### src/hw/rtl/bdc_pkg.sv
package bdc_pkg;

	localparam int DEG_W = 3;
	localparam logic [DEG_W-1:0] DEG_RESET = 3'd3;

	localparam logic OP_LOAD = 1'b0;
	localparam logic OP_EVAL = 1'b1;

	typedef struct packed {
		logic start;
		logic diff;
		logic upd;
	} bdc_ctl_t;

endpackage

### src/hw/rtl/bdc_cell.sv
module bdc_cell import bdc_pkg::*; #(
	parameter int COORD_WIDTH = 32,
	parameter int T_FRAC_BITS = 16
) (
	input  logic                   clk,
	input  logic                   arst_n,
	input  logic                   wr_en,
	input  logic [COORD_WIDTH-1:0] wr_data,
	input  bdc_ctl_t               ctl,
	input  logic [T_FRAC_BITS:0]   t,
	input  logic [COORD_WIDTH-1:0] nbr,
	output logic [COORD_WIDTH-1:0] w
);

	localparam int PROD_W = COORD_WIDTH + T_FRAC_BITS + 1;
	localparam logic [PROD_W-1:0] HALF = PROD_W'(1) << (T_FRAC_BITS - 1);

	logic [COORD_WIDTH-1:0] ctrl_q;
	logic [COORD_WIDTH-1:0] w_q;
	logic [COORD_WIDTH-1:0] mag_q;
	logic                   neg_q;

	logic signed [COORD_WIDTH:0] sub;
	logic [COORD_WIDTH:0]        sub_abs;
	logic [PROD_W-1:0]           prod;
	logic [PROD_W-1:0]           prod_rnd;
	logic [COORD_WIDTH-1:0]      step;

	// neighbor minus own value, one bit wider so it cannot wrap
	assign sub     = $signed({nbr[COORD_WIDTH-1], nbr}) - $signed({w_q[COORD_WIDTH-1], w_q});
	assign sub_abs = sub[COORD_WIDTH] ? (COORD_WIDTH+1)'(-sub) : (COORD_WIDTH+1)'(sub);

	// round half away from zero on the magnitude
	assign prod     = PROD_W'(mag_q) * PROD_W'(t);
	assign prod_rnd = prod + HALF;
	assign step     = prod_rnd[T_FRAC_BITS +: COORD_WIDTH];

	always_ff @(posedge clk or negedge arst_n) begin
		if (!arst_n) begin
			ctrl_q <= '0;
		end else if (wr_en) begin
			ctrl_q <= wr_data;
		end
	end

	always_ff @(posedge clk) begin
		if (ctl.start) begin
			w_q <= ctrl_q;
		end else if (ctl.upd) begin
			w_q <= neg_q ? (w_q - step) : (w_q + step);
		end
		if (ctl.diff) begin
			mag_q <= sub_abs[COORD_WIDTH-1:0];
			neg_q <= sub[COORD_WIDTH];
		end
	end

	assign w = w_q;

endmodule

### config.mk
export PLATFORM = sky130hd
export DESIGN_NAME = bdc_cell
export DESIGN_NICKNAME = d
export VERILOG_FILES = /design/src/hw/rtl/bdc_pkg.sv /design/src/hw/rtl/bdc_cell.sv
export SDC_FILE = /design/constraint.sdc
export NUM_CORES = 2
export LEC_CHECK = 0
export ABC_AREA = 1
export BUFFER_PORTS_ARGS = -buffer_cell sky130_fd_sc_hd__buf_2
export CAP_MARGIN = 15
export CORE_ASPECT_RATIO = 1.2
export CORE_MARGIN = 5
export CORE_UTILIZATION = 60
export CTS_CLUSTER_SIZE = 40
export DETAILED_ROUTE_END_ITERATION = 10
export GPL_TIMING_DRIVEN = 0
export PLACE_DENSITY = 0.78
export SLEW_MARGIN = 20
export SYNTH_ARGS = -nofsm -noshare
export SYNTH_HDL_FRONTEND = slang
export SYNTH_SLANG_ARGS = --single-unit
### constraint.sdc
create_clock -name clk -period 20.1 [get_ports clk]
set_input_delay 0 -clock clk [delete_from_list [all_inputs] [get_ports clk]]
set_output_delay 0 -clock clk [all_outputs]
set_load 0.01 [all_outputs]
==> results.md <==
- Placed instance area: 29,680 um2
- Most frequent cells after synthesis: nand2_1, inv_1, fa_1
- Largest family of logic cells by synthesized area: adder cells
- Crit path required time: 20,200 ps
- N_diodes: 0
- DR DRC count: 0
- GR Util met1: 38.66%
- Total die area: 51,660 um2
- Synth warn: 0
- Largest net degree at the start of global routing: 34
- Crit path DAT: 10,060 ps
- GRT overflow: 0
- Critical Path Sink Type: flop
- DRT Pass-1 Iters: 5
- WP depth: 43
- Clock root buffer: clkbuf_16
- Adder-Cell Fraction of Synth Area: 40.96%
- Post-CTS sizing: 0
- Via count: 25.42k
- CTS Buf Count: 9
- # setup viols final: 0
- Fin nets: 4,916
- Clk_skew: 17.56 ps
- Worst R2R Setup Slack: 10,150 ps
- Skew-Pair Late Insertion Delay: 370 ps
- CP delay by family, top: adder cells
- Core Region: 46,920 um2
- Die Y-Extent: 248.0 um
- Simple-gate area share of the yosys netlist: 23.97%
- Slew margin rel.: 31.09%
- Final wirelength: 85,840 um
- Met2 Use GR: 60.40%
- Critical Setup Path Class: flop to flop
- First-iteration detailed-routing DRC count: 1,558
- Critical path's slowest cell: clkbuf_1
- Max-cap violations: 0
- CP Launch Type: flop
- Buf/Inv on CP: 10
- Chip width: 208.3 um
- H-tree levels: 3
- Clock Sinks: 97
- Fin Setup TNS: 0 ps
- Maximum clock path buffer count: 2
- Synthesized net count: 4,756
- Number of global-route vias before repair: 26.67k
- Minimum clock period after layout: 9953 ps
- Share of cells above drive strength 1: 6.033%
- First-pass GRT wire length: 138,000 um
- Io pins: 119
- Synth Area in XOR/XNOR: 2.876%
- Mapped Cells: 4,012
- GRT Util Overall: 33.85%
- Status: finished, final reports clean
- Routed Antenna Nets: 0
- Dpl hpwl: 75,130 um
- Row cnt: 87
- Initial antenna violation count: 0
- Design area: 30,300 um2
- Final period util: 49.52%
- Via/cell ratio: 5.297
- Area leader, netlist: fa_1
- Post-CTS Setup Inserts: 0
- Register area share after synthesis: 9.720%
- Hold_buf cts: 33
- Mux contribution to synthesized area: 0.1988%
- R2R depth: 43
- Number of fill cells: 4,252
- CP Max Fanout: 10
- CTS tree: built
- Gpl congestion: 0.9936
- Worst hold path type: input pin to flop
- RSZ-0062 raised after global routing: false
- Grt peak-use layer: met2
- Final count of pins violating max slew: 0
- Count leader, synth: nand2_1
- Synth async-reset ratio: 32.99%
- Syn_area_per_cell: 7.058 um2
- Synth Flop Type: edfxtp_1
- Number of synthesized flops with an enable pin: 65
- Register bit total from synthesis: 97
- Initial Util: 60.36%
- Crit. Startpoint: mag_q[14]
- Netlist Area Pre-Place: 28,320 um2
- Max Freq: 0.1005 GHz
- PortBufs: 116
- CP most frequent cell: nand2_1
- Setup crit end: w[23]
- Max incr delay on CP: 620 ps
- Met3 Use GR: 3.869%
- Fin. Hold Viols: 0
- RR Startpoint: mag_q[14]
- Synth Area in Compound Gates: 5.929%
- Slew @ Worst Pin: 1034 ps
- Synth unique cells: 56
- Drt wl/cell: 17.88 um
- Synth top area cells: fa_1, nand2_1, inv_1, ha_1, edfxtp_1
- Clock-pin slew on the worst setup and hold paths: 80 ps
- Area grow syn2layout: 6.986%
- Reg-to-reg endpoint: w[23]
- Post-synth top area share: 31.81%
## layer usage
layer / share of wire [%] / up-vias
met5: 0 / -
met4: 8.3 / 0
met3: 6.2 / 306
met2: 49 / 977
met1: 37 / 12058
li1: - / 12083
## stage by stage
| step | setup WS (ps) | instances | hold WS, ps | util, % |
|---|---|---|---|---|
| 2_1_floorplan | 12170 | 4012 | -295.6 | - |
| 3_3_place_gp | 10420 | 4751 | 73.75 | 63.26 |
| 3_5_place_dp | 10350 | 4751 | 75.90 | 63.26 |
| 4_1_cts | 10290 | 4800 | 24.13 | 64.58 |
| 5_1_grt | 9633 | 4800 | 49.17 | 64.58 |
| 6_report | 10150 | 4800 | 47.07 | 64.58 |
## placed cells by master, fill, tap and decap left out, types with 4 or more instances in the layout
cell type	n
nor2_1	191
dlygate4sd3_1	33
o21ai_1	12
dfrtp_1	32
a21o_1	6
fa_1	450
ha_1	207
mux2_2	5
nor2_2	18
inv_1	1081
nand2_2	22
inv_2	8
nor3_1	23
nand3b_1	7
xnor2_1	23
nand3_1	126
nand4_1	41
nor4_1	8
xnor2_2	4
a21oi_1	129
or2_2	21
o21ai_0	106
clkinv_1	4
o21bai_1	13
clkbuf_1	131
edfxtp_1	65
clkbuf_16	9
a31oi_1	6
buf_2	119
a21oi_2	6
nor2_4	5
xor2_1	57
nand2_1	1155
## cell type report
type	instances	area [um2]	area share [%]
Buffer	136	525.5	1.735
Clock buffer	10	229.0	0.7558
Clock inverter	6	58.81	0.1941
Inverter	1093	4103	13.54
Multi-Input combinational cell	2686	20940	69.11
Sequential cell	97	2753	9.086
Tap cell	623	779.5	2.573
Timing Repair Buffer	149	910.9	3.007
## worst min path at each step
stage | endpoint | slack, ps | from | depth (start not counted)
2_1_floorplan | ctrl_q[0] | -300 | arst_n | 0
3_3_place_gp | ctrl_q[29] | 70 | arst_n | 1
3_5_place_dp | ctrl_q[28] | 80 | arst_n | 1
5_1_grt | ctrl_q[7] | 50 | wr_en | 2
4_1_cts | ctrl_q[9] | 20 | wr_en | 3
6_report | ctrl_q[6] | 50 | wr_en | 2
## registers in the layout (all words and copies together) (netlist names)
| register | cells |
|---|---|
| w | 32 |
| ctrl_q | 32 |
| mag_q | 32 |
| neg_q | 1 |
## cell families (layout without fill, tap and decap cells)
kind of cell             after synthesis  after routing
AO/OA/AOI/OAI                        301            301
XOR/XNOR                              87             87
adder cells (fa/ha/maj)              657            657
buffers and inverters               1229           1394
flip-flops                            97             97
multiplexers                           5              5
AND/OR/NAND/NOR                     1636           1636
Power is left out: the tool's default activity adds up to more than one toggle a clock period on the data nets, which glitch-free logic cannot reach.
